### src/rtl/core/twpa_pkg.sv
// Shared widths, operation codes and transfer payload types of the point aggregator.
`default_nettype none
package twpa_pkg;

    localparam int TIME_BITS  = 32;
    localparam int VALUE_BITS = 32;

    typedef logic        [TIME_BITS-1:0]  t_time;
    typedef logic signed [VALUE_BITS-1:0] t_val;

    // Operation codes carried by the input transfer.
    typedef logic [1:0] t_op;
    localparam t_op OP_AGGREGATE = 2'd0;
    localparam t_op OP_BEGIN     = 2'd1;
    localparam t_op OP_LOAD      = 2'd2;
    localparam t_op OP_READ      = 2'd3;

    typedef struct packed {
        t_op   operation;
        t_time point_time;
        t_val  point_value;
        t_val  point_avg;
        t_val  point_min;
        t_val  point_max;
    } t_in;

    typedef struct packed {
        logic  acc_empty;
        t_time acc_time_out;
        t_val  acc_value_out;
        t_val  acc_avg_out;
        t_val  acc_min_out;
        t_val  acc_max_out;
        t_time last_time;
        t_val  last_value;
        t_val  last_avg;
        t_val  last_min;
        t_val  last_max;
    } t_out;

endpackage
`default_nettype wire

### src/rtl/core/time_weighted_point_aggregator.sv
// Top level of the time-weighted point aggregator: slots, control and output register.
//
// Usage: points arrive on the input channel (i_in_valid / o_in_ready / i_in_data) with an
// operation code: aggregate, begin next point, load point or read only. Every input
// transfer produces exactly one result on the output channel (o_out_valid / i_out_ready /
// o_out_data) that reports the accumulator slot and the last point after the operation.
// An operation that needs no weighted average shows its result in the cycle after the
// input transfer. An aggregate whose point time matches neither slot runs through the
// bit-serial averaging unit: a multiply pass, a divide pass and a finish step, then the
// commit of the result. The divide pass makes one quotient bit per cycle. Only one item
// is in work at a time; an item that needs no weighted average may follow every cycle
// while the receiver takes each result.
// The output is a register: a new input transfer is taken while a result waits, as long
// as that result is taken in the same cycle. When the receiver stalls, the result holds
// and o_in_ready stays low.
// Reset (synchronous, active low) empties both slots and drops o_out_valid.
`default_nettype none
module time_weighted_point_aggregator (
    input  wire logic          i_clk,
    input  wire logic          i_rst_n,
    input  wire logic          i_in_valid,
    output logic               o_in_ready,
    input  wire twpa_pkg::t_in i_in_data,
    output logic               o_out_valid,
    input  wire logic          i_out_ready,
    output twpa_pkg::t_out     o_out_data
);
    import twpa_pkg::*;

    typedef struct packed {
        logic  vld;
        t_time t;
        t_val  v;
        t_val  a;
        t_val  mn;
        t_val  mx;
    } t_slot;

    localparam logic [1:0] ST_IDLE   = 2'd0;
    localparam logic [1:0] ST_BUSY   = 2'd1;
    localparam logic [1:0] ST_COMMIT = 2'd2;

    logic [1:0] r_state, n_state;
    t_slot      r_acc, n_acc, r_col, n_col, r_pt;
    t_val       r_avg;
    logic       r_out_valid;
    t_out       r_out_data;

    t_slot      w_pt;
    logic       w_accept, w_out_free, w_need_wavg, w_update, w_start, w_done;
    t_val       w_avg;

    // Lower min and higher max of two slots.
    function automatic t_slot widen(t_slot d, t_slot s);
        t_slot r;
        r = d;
        if (s.mn < d.mn) r.mn = s.mn;
        if (s.mx > d.mx) r.mx = s.mx;
        return r;
    endfunction

    // Merge of a point at the slot's own time.
    function automatic t_slot merge(t_slot d, t_slot p);
        t_slot r;
        r   = widen(d, p);
        r.a = p.a;
        r.v = p.v;
        return r;
    endfunction

    function automatic t_out emit(t_slot a, t_slot c);
        t_out  o;
        t_slot l;
        o.acc_empty     = !a.vld;
        o.acc_time_out  = a.vld ? a.t  : '0;
        o.acc_value_out = a.vld ? a.v  : '0;
        o.acc_avg_out   = a.vld ? a.a  : '0;
        o.acc_min_out   = a.vld ? a.mn : '0;
        o.acc_max_out   = a.vld ? a.mx : '0;
        l = c.vld ? c : a;
        o.last_time  = l.vld ? l.t  : '0;
        o.last_value = l.vld ? l.v  : '0;
        o.last_avg   = l.vld ? l.a  : '0;
        o.last_min   = l.vld ? l.mn : '0;
        o.last_max   = l.vld ? l.mx : '0;
        return o;
    endfunction

    // Incoming point as a filled slot.
    always_comb begin
        w_pt.vld = 1'b1;
        w_pt.t   = i_in_data.point_time;
        w_pt.v   = i_in_data.point_value;
        w_pt.a   = i_in_data.point_avg;
        w_pt.mn  = i_in_data.point_min;
        w_pt.mx  = i_in_data.point_max;
    end

    assign w_out_free = !r_out_valid || i_out_ready;
    assign o_in_ready = (r_state == ST_IDLE) && w_out_free;
    assign w_accept   = i_in_valid && o_in_ready;

    // Next slot contents for a single-cycle operation or for the weighted commit.
    always_comb begin
        n_acc       = r_acc;
        n_col       = r_col;
        w_need_wavg = 1'b0;
        if (r_state == ST_COMMIT) begin
            n_acc.a = r_avg;
            n_acc   = widen(n_acc, r_pt);
            n_col   = r_pt;
        end else begin
            unique case (i_in_data.operation)
                OP_AGGREGATE: begin
                    priority if (!r_acc.vld) begin
                        n_acc = w_pt;
                    end else if (r_acc.t == w_pt.t) begin
                        n_acc = merge(r_acc, w_pt);
                    end else if (!r_col.vld) begin
                        n_col = w_pt;
                        n_acc = widen(r_acc, w_pt);
                    end else if (r_col.t == w_pt.t) begin
                        n_col = merge(r_col, w_pt);
                        n_acc = widen(r_acc, n_col);
                    end else begin
                        w_need_wavg = 1'b1;
                    end
                end
                OP_BEGIN: begin
                    n_acc     = r_col;
                    n_col.vld = 1'b0;
                end
                OP_LOAD: begin
                    n_acc     = w_pt;
                    n_col.vld = 1'b0;
                end
                OP_READ: begin
                    n_acc = r_acc;
                end
                default: begin
                    n_acc = r_acc;
                end
            endcase
        end
    end

    assign w_start  = w_accept && w_need_wavg;
    assign w_update = (w_accept && !w_need_wavg) || ((r_state == ST_COMMIT) && w_out_free);

    // Control sequence around the averaging unit.
    always_comb begin
        n_state = r_state;
        unique case (r_state)
            ST_IDLE:   if (w_start) n_state = ST_BUSY;
            ST_BUSY:   if (w_done) n_state = ST_COMMIT;
            ST_COMMIT: if (w_out_free) n_state = ST_IDLE;
            default:   n_state = ST_IDLE;
        endcase
    end

    twpa_wavg #(
        .TB(TIME_BITS),
        .VB(VALUE_BITS)
    ) u_wavg (
        .i_clk      (i_clk),
        .i_rst_n    (i_rst_n),
        .i_start    (w_start),
        .i_col_avg  (r_col.a),
        .i_acc_avg  (r_acc.a),
        .i_new_time (w_pt.t),
        .i_col_time (r_col.t),
        .i_acc_time (r_acc.t),
        .o_done     (w_done),
        .o_avg      (w_avg)
    );

    // Slots, held point and output register.
    always_ff @(posedge i_clk) begin
        if (!i_rst_n) begin
            r_state     <= ST_IDLE;
            r_acc       <= '0;
            r_col       <= '0;
            r_out_valid <= 1'b0;
        end else begin
            r_state <= n_state;
            if (w_update) begin
                r_acc       <= n_acc;
                r_col       <= n_col;
                r_out_valid <= 1'b1;
            end else if (i_out_ready) begin
                r_out_valid <= 1'b0;
            end
        end
        if (w_update) r_out_data <= emit(n_acc, n_col);
        if (w_accept) r_pt <= w_pt;
        if (w_done) r_avg <= w_avg;
    end

    assign o_out_valid = r_out_valid;
    assign o_out_data  = r_out_data;

    // No input transfer while an average is in work or waiting to commit.
    a_busy_blocks_input: assert property (@(posedge i_clk) disable iff (!i_rst_n)
        (r_state != ST_IDLE) |-> !o_in_ready)
        else $error("input taken while busy");

    // The averaging unit only finishes while the control waits for it.
    a_done_in_busy: assert property (@(posedge i_clk) disable iff (!i_rst_n)
        w_done |-> (r_state == ST_BUSY))
        else $error("average finished outside busy state");

    // An empty accumulator reports zero fields.
    a_empty_zero: assert property (@(posedge i_clk) disable iff (!i_rst_n)
        (o_out_valid && o_out_data.acc_empty) |->
        (o_out_data.acc_time_out == '0 && o_out_data.acc_min_out == '0 &&
         o_out_data.acc_max_out == '0))
        else $error("empty accumulator reports data");

    // A started average moves the control to the busy state, never straight back to idle.
    a_start_busy: assert property (@(posedge i_clk) disable iff (!i_rst_n)
        w_start |=> (r_state == ST_BUSY))
        else $error("start without busy state");

endmodule
`default_nettype wire

### src/rtl/core/twpa_wavg.sv
// Bit-serial time-weighted average: shift-add multiply, restoring divide, saturation.
`default_nettype none
module twpa_wavg #(
    parameter int TB = twpa_pkg::TIME_BITS,
    parameter int VB = twpa_pkg::VALUE_BITS
) (
    input  wire logic          i_clk,
    input  wire logic          i_rst_n,
    input  wire logic          i_start,
    input  wire logic [VB-1:0] i_col_avg,
    input  wire logic [VB-1:0] i_acc_avg,
    input  wire logic [TB-1:0] i_new_time,
    input  wire logic [TB-1:0] i_col_time,
    input  wire logic [TB-1:0] i_acc_time,
    output logic               o_done,
    output logic      [VB-1:0] o_avg
);

    localparam int DW = TB + 1;
    localparam int PW = VB + TB + 2;
    localparam int NB = VB + TB + 1;
    localparam int CW = $clog2(NB + 1);

    localparam logic [1:0] PH_IDLE = 2'd0;
    localparam logic [1:0] PH_MUL  = 2'd1;
    localparam logic [1:0] PH_DIV  = 2'd2;
    localparam logic [1:0] PH_FIN  = 2'd3;

    logic [1:0]    r_phase, n_phase;
    logic [CW-1:0] r_cnt, n_cnt;
    logic [PW-1:0] r_m1, n_m1, r_m2, n_m2, r_sum, n_sum;
    logic [DW-1:0] r_d1, n_d1, r_d2, n_d2;
    logic [TB-1:0] r_dd, n_dd, r_rem, n_rem;
    logic          r_nd, n_nd, r_neg, n_neg;
    logic [NB-1:0] r_num, n_num, r_quo, n_quo;

    logic [DW-1:0] w_d1, w_d2, w_dds, w_ddn;
    logic [PW-1:0] w_add1, w_add2, w_sum, w_sumn, w_mag;
    logic          w_mlast, w_dlast, w_ge;
    logic [TB:0]   w_rsh, w_rsub;
    logic          w_over;
    logic [VB-1:0] w_smag;

    // Signed time differences, one bit wider than a timestamp.
    assign w_d1  = {1'b0, i_new_time} - {1'b0, i_col_time};
    assign w_d2  = {1'b0, i_col_time} - {1'b0, i_acc_time};
    assign w_dds = {1'b0, i_new_time} - {1'b0, i_acc_time};
    assign w_ddn = '0 - w_dds;

    // One multiplier bit of each product per cycle; the top bit weighs negative.
    assign w_mlast = (r_cnt == CW'(DW - 1));
    assign w_add1  = r_d1[0] ? (w_mlast ? ('0 - r_m1) : r_m1) : '0;
    assign w_add2  = r_d2[0] ? (w_mlast ? ('0 - r_m2) : r_m2) : '0;
    assign w_sum   = r_sum + w_add1 + w_add2;
    assign w_sumn  = '0 - w_sum;
    assign w_mag   = w_sum[PW-1] ? w_sumn : w_sum;

    // One quotient bit per cycle.
    assign w_dlast = (r_cnt == CW'(NB - 1));
    assign w_rsh   = {r_rem, r_num[NB-1]};
    assign w_ge    = (w_rsh >= {1'b0, r_dd});
    assign w_rsub  = w_rsh - {1'b0, r_dd};

    // Saturate the magnitude to the signed range, then apply the sign.
    always_comb begin
        if (r_neg) begin
            w_over = (|r_quo[NB-1:VB]) || (r_quo[VB-1] && (|r_quo[VB-2:0]));
            w_smag = w_over ? {1'b1, {(VB-1){1'b0}}} : r_quo[VB-1:0];
        end else begin
            w_over = |r_quo[NB-1:VB-1];
            w_smag = w_over ? {1'b0, {(VB-1){1'b1}}} : r_quo[VB-1:0];
        end
    end

    assign o_done = (r_phase == PH_FIN);
    assign o_avg  = r_neg ? ('0 - w_smag) : w_smag;

    // Sequencer for the multiply and divide passes.
    always_comb begin
        n_phase = r_phase;
        n_cnt   = r_cnt;
        n_m1    = r_m1;
        n_m2    = r_m2;
        n_sum   = r_sum;
        n_d1    = r_d1;
        n_d2    = r_d2;
        n_dd    = r_dd;
        n_nd    = r_nd;
        n_rem   = r_rem;
        n_neg   = r_neg;
        n_num   = r_num;
        n_quo   = r_quo;
        unique case (r_phase)
            PH_IDLE: begin
                if (i_start) begin
                    n_phase = PH_MUL;
                    n_cnt   = '0;
                    n_m1    = {{(PW-VB){i_col_avg[VB-1]}}, i_col_avg};
                    n_m2    = {{(PW-VB){i_acc_avg[VB-1]}}, i_acc_avg};
                    n_sum   = '0;
                    n_d1    = w_d1;
                    n_d2    = w_d2;
                    n_nd    = w_dds[DW-1];
                    n_dd    = w_dds[DW-1] ? w_ddn[TB-1:0] : w_dds[TB-1:0];
                end
            end
            PH_MUL: begin
                n_sum = w_sum;
                n_m1  = r_m1 << 1;
                n_m2  = r_m2 << 1;
                n_d1  = r_d1 >> 1;
                n_d2  = r_d2 >> 1;
                n_cnt = r_cnt + 1'b1;
                if (w_mlast) begin
                    n_phase = PH_DIV;
                    n_cnt   = '0;
                    n_num   = w_mag[NB-1:0];
                    n_neg   = w_sum[PW-1] ^ r_nd;
                    n_rem   = '0;
                    n_quo   = '0;
                end
            end
            PH_DIV: begin
                n_rem = w_ge ? w_rsub[TB-1:0] : w_rsh[TB-1:0];
                n_quo = {r_quo[NB-2:0], w_ge};
                n_num = r_num << 1;
                n_cnt = r_cnt + 1'b1;
                if (w_dlast) begin
                    n_phase = PH_FIN;
                end
            end
            PH_FIN: begin
                n_phase = PH_IDLE;
            end
            default: begin
                n_phase = PH_IDLE;
            end
        endcase
    end

    always_ff @(posedge i_clk) begin
        if (!i_rst_n) begin
            r_phase <= PH_IDLE;
            r_cnt   <= '0;
        end else begin
            r_phase <= n_phase;
            r_cnt   <= n_cnt;
        end
        r_m1  <= n_m1;
        r_m2  <= n_m2;
        r_sum <= n_sum;
        r_d1  <= n_d1;
        r_d2  <= n_d2;
        r_dd  <= n_dd;
        r_nd  <= n_nd;
        r_rem <= n_rem;
        r_neg <= n_neg;
        r_num <= n_num;
        r_quo <= n_quo;
    end

endmodule
`default_nettype wire
### config.mk
export PLATFORM = sky130hd
export DESIGN_NAME = time_weighted_point_aggregator
export DESIGN_NICKNAME = d
export VERILOG_FILES = /design/src/rtl/core/twpa_pkg.sv /design/src/rtl/core/time_weighted_point_aggregator.sv /design/src/rtl/core/twpa_wavg.sv
export SDC_FILE = /design/constraint.sdc
export NUM_CORES = 2
export LEC_CHECK = 0
export ABC_AREA = 1
export BUFFER_PORTS_ARGS = -buffer_cell sky130_fd_sc_hd__buf_2
export CELL_PAD_IN_SITES_DETAIL_PLACEMENT = 0
export CELL_PAD_IN_SITES_GLOBAL_PLACEMENT = 2
export CORE_MARGIN = 2
export CORE_UTILIZATION = 29
export CTS_CLUSTER_DIAMETER = 100
export DETAILED_ROUTE_END_ITERATION = 7
export PLACE_DENSITY_LB_ADDON = 0.1
export SYNTH_ARGS = -nofsm -noshare
export SYNTH_HDL_FRONTEND = slang
export SYNTH_SLANG_ARGS = --single-unit
### constraint.sdc
create_clock -name i_clk -period 21 [get_ports i_clk]
set_clock_uncertainty 0.1 [all_clocks]
set_input_delay 4.2 -clock i_clk [delete_from_list [all_inputs] [get_ports i_clk]]
set_output_delay 4.2 -clock i_clk [all_outputs]
set_load 0.01 [all_outputs]
==> run metrics <==
Max Root-Sink Buffers=4; largest net degree at the start of global routing=182; # DRC=0; unrepaired setup endpoints after global routing=no; fin cells=15664; commonest non-fill, non-tap cell in the layout=nand2_1; total core area=between 0.3 and 0.4 mm^2; num ports=489; Initial DRT Pass Iterations=6; cts hold-fix bufs=0; gr usage total=23.7%; TritonCTS clock tree=yes; Crit path top cell by count=buf_4; max-slew violations=0; Placement Setup Slack=9.66 ns; Cell Area, Placed=0.0938 mm^2; Die ar.=0.307 mm^2; Area Overhead vs Synth=13.7%; asr flop ratio synth=0%; Skew-Pair Late Insertion Delay=0.90 ns; worst slew pin tran=1.21 ns; worst reg2reg startpoint=u_wavg.r_m2[0]$_SDFFCE_PP0P_; Syn Inst Count=11372; most frequent cells in the layout=nand2_1 (2014), o21ai_0 (1661), inv_1 (1442); # clock sinks=~1300; crit path DAT=11.19 ns; worst reg-to-reg path cell count=44; final period utilization=50.0%; WHS Path Cells=2; vias in the first global route=79249; post-cts resize count=0; die width=554 um; PD cells=134 mW/mm^2; die height=554 um; Pleak=41.5 nW; grt total ovfl=0; crit path cell chain=buf_2, ha_1, nand2_1, nor2_1, inv_1, nor2_1, inv_1, nor4_2, nand2_4, clkinv_1, buf_4, nor2_1, inv_1, o21ai_0, nand2_4, buf_4, buf_4, buf_4, o21ai_0, a21oi_1; Worst slew margin=between 10% and 20%; Startpoint Class=input port; net count after synthesis=12064; Yosys cell types=76; global-route wire length before repair=~550000 um; crit path time final=10.49 ns; CTS buffer count=182; Synth Warn #=0; final instance area=0.0997 mm^2; Clock Pin Slew Worst Setup and Hold Paths=0.06 ns; critical path required time=21.70 ns; max incr delay on CP=0.74 ns; crit-path max FO=76; fraction of layout cells with a size suffix above 1=about 9.0%; CP delay by family, top=buffers and inverters; Layout Utilization=33.2%; PortBufs=488; Avg Cell Area, Syn=approximately 7.7 um^2; Final Power=13.4 mW; Fmax achieved=95.3 MHz; Post-synth EDFFs=approximately 970; placed insts=between 15000 and 20000; final hold slack=between 0.3 and 0.4 ns; hpwl dp=258000 um; vias per inst=5.20; max-cap violation count=0; GP Congestion=0.860; register bit total from synthesis=1307; Seq/Total Area, Yosys=approximately 40%; setup bufs post-CTS=0; fillcell total=32188; Crit Path Category=input port to flip-flop; Nets=12233; Levels on crit path=20; DRT iter0 DRCs=6868; Final Hold Vio Count=0; Max stage delay cell, worst path=buf_4; initial antenna violation count=between 60 and 70; worst setup path start=i_in_data[140]; Detailed Route WL=roughly 380000 um; clk root buf=clkbuf_16; worst hold path class=flip-flop to flip-flop; endpoint class of the critical path=flip-flop; Max IR drop VDD=0.000130 V; Initial Util=about 29%; Final setup viols=0; final worst-path setup slack=10.51 ns; Routed Antenna Nets=0; total number of vias=between 80000 and 90000; Hold Crit Start=u_wavg.r_cnt[0]$_SDFFE_PN0P_; CP bufs+invs=9; Synth Flop Type=edfxtp_1; WL/cell=24.1 um; Rows=201; post-route setup TNS=0 ns; Syn Std Cell Area=0.0877 mm^2; status=finished, final reports clean; CTS H-tree lvls=4
==> cell usage after synthesis (6+ instances only) <==
| cell type | number | area, um^2 |
|---|---|---|
| nor3_1 | 116 | 581 |
| nor2_2 | 7 | 43.8 |
| and3_1 | 8 | 50.1 |
| clkinv_1 | 9 | 33.8 |
| xnor2_1 | 65 | 569 |
| o211ai_1 | 150 | 1130 |
| xor2_1 | 145 | 1270 |
| nor4_1 | 53 | 332 |
| o31ai_1 | 12 | 90.1 |
| or2_2 | 86 | 538 |
| o21ai_2 | 7 | 61.3 |
| ha_1 | 456 | 5710 |
| edfxtp_1 | 973 | 29200 |
| clkbuf_1 | 531 | 1990 |
| nand2_1 | 2024 | 7600 |
| a221oi_1 | 56 | 490 |
| o22ai_1 | 60 | 375 |
| a21oi_1 | 1048 | 5250 |
| nor2_4 | 6 | 67.6 |
| a21boi_0 | 7 | 52.6 |
| mux2i_1 | 17 | 170 |
| inv_2 | 7 | 26.3 |
| o221ai_1 | 76 | 666 |
| dfxtp_1 | 334 | 6690 |
| fa_1 | 70 | 1400 |
| nand3_1 | 464 | 2320 |
| nor3b_1 | 7 | 52.6 |
| o21ai_1 | 28 | 140 |
| inv_1 | 1453 | 5450 |
| nand3b_1 | 13 | 97.6 |
| o21bai_1 | 29 | 218 |
| a31oi_1 | 44 | 275 |
| nor2_1 | 934 | 3510 |
| a211oi_1 | 94 | 706 |
| buf_2 | 13 | 65.1 |
| buf_1 | 49 | 184 |
| nand2_2 | 16 | 100 |
| a41oi_1 | 14 | 123 |
| o21a_1 | 14 | 105 |
| a21o_1 | 40 | 300 |
| o21ai_0 | 1661 | 8310 |
| nand4_1 | 119 | 744 |
==> layout make-up <==
class	instances	area (um^2)	area share, %
Antenna cell	15	37.5	0.0377
Clock buffer	232	4840	4.86
Clock inverter	102	965	0.968
Inverter	1470	5560	5.58
Multi-Input combinational cell	7994	44100	44.3
Sequential cell	1307	35900	36.0
Tap cell	3958	4950	4.97
Timing Repair Buffer	586	3290	3.30
==> final timing paths <==
check                                      end  slack (ns)
hold / removal    u_wavg.r_cnt[0]$_SDFFE_PN0P_        0.39
setup reg to reg    u_wavg.r_num[60]$_DFFE_PP_       11.90
setup / recovery        r_col[92]$_SDFFE_PN0P_       10.51
hold reg to reg   u_wavg.r_cnt[0]$_SDFFE_PN0P_        0.39
==> layer usage <==
layer  wire [um]  global-route usage (%)
met4       11500                    7.48
met3       18200                    3.25
met5         292                       0
met1      166000                    31.0
met2      180000                    40.3
==> worst reg2reg max path: cells and delay by family (launching register included) <==
kind,cells,cell delay [ns]
AO/OA/AOI/OAI,4,0.78
XOR/XNOR,1,0.49
adder cells (fa/ha/maj),3,1.04
buffers and inverters,6,0.66
flip-flops,1,0.41
AND/OR/NAND/NOR,30,5.40
==> cells by family after synthesis <==
kind of cell	count (synthesis)	synth area share, %
and+or+nand+nor	3873	18.5
AOI/OAI and AO/OA	3365	21.1
buffers and inverters	2071	8.94
DFF	1307	41.0
adders and majority gates	526	8.11
xor gates and xnor gates	212	2.14
muxes	18	0.207
==> power breakdown <==
group          internal [mW]  total [mW]  switching [mW]  leakage, nW
clock network           1.80        3.12            1.32         2.81
logic                   1.83        6.34            4.51         26.5
registers               3.61        3.92           0.310         12.2
==> flip-flops by register name (all words and copies together) (netlist names), 7 cells and up <==
| register | flops |
|---|---|
| r_avg | 32 |
| u_wavg.r_m2 | 66 |
| u_wavg.r_d2 | 33 |
| u_wavg.r_cnt | 7 |
| r_pt | 160 |
| u_wavg.r_rem | 32 |
| u_wavg.r_dd | 32 |
| r_col | 161 |
| u_wavg.r_m1 | 66 |
| u_wavg.r_d1 | 33 |
| u_wavg.r_quo | 65 |
| o_out_data | 321 |
| r_acc | 161 |
| u_wavg.r_num | 65 |
| u_wavg.r_sum | 66 |
Power figures use the tool's default switching activity.
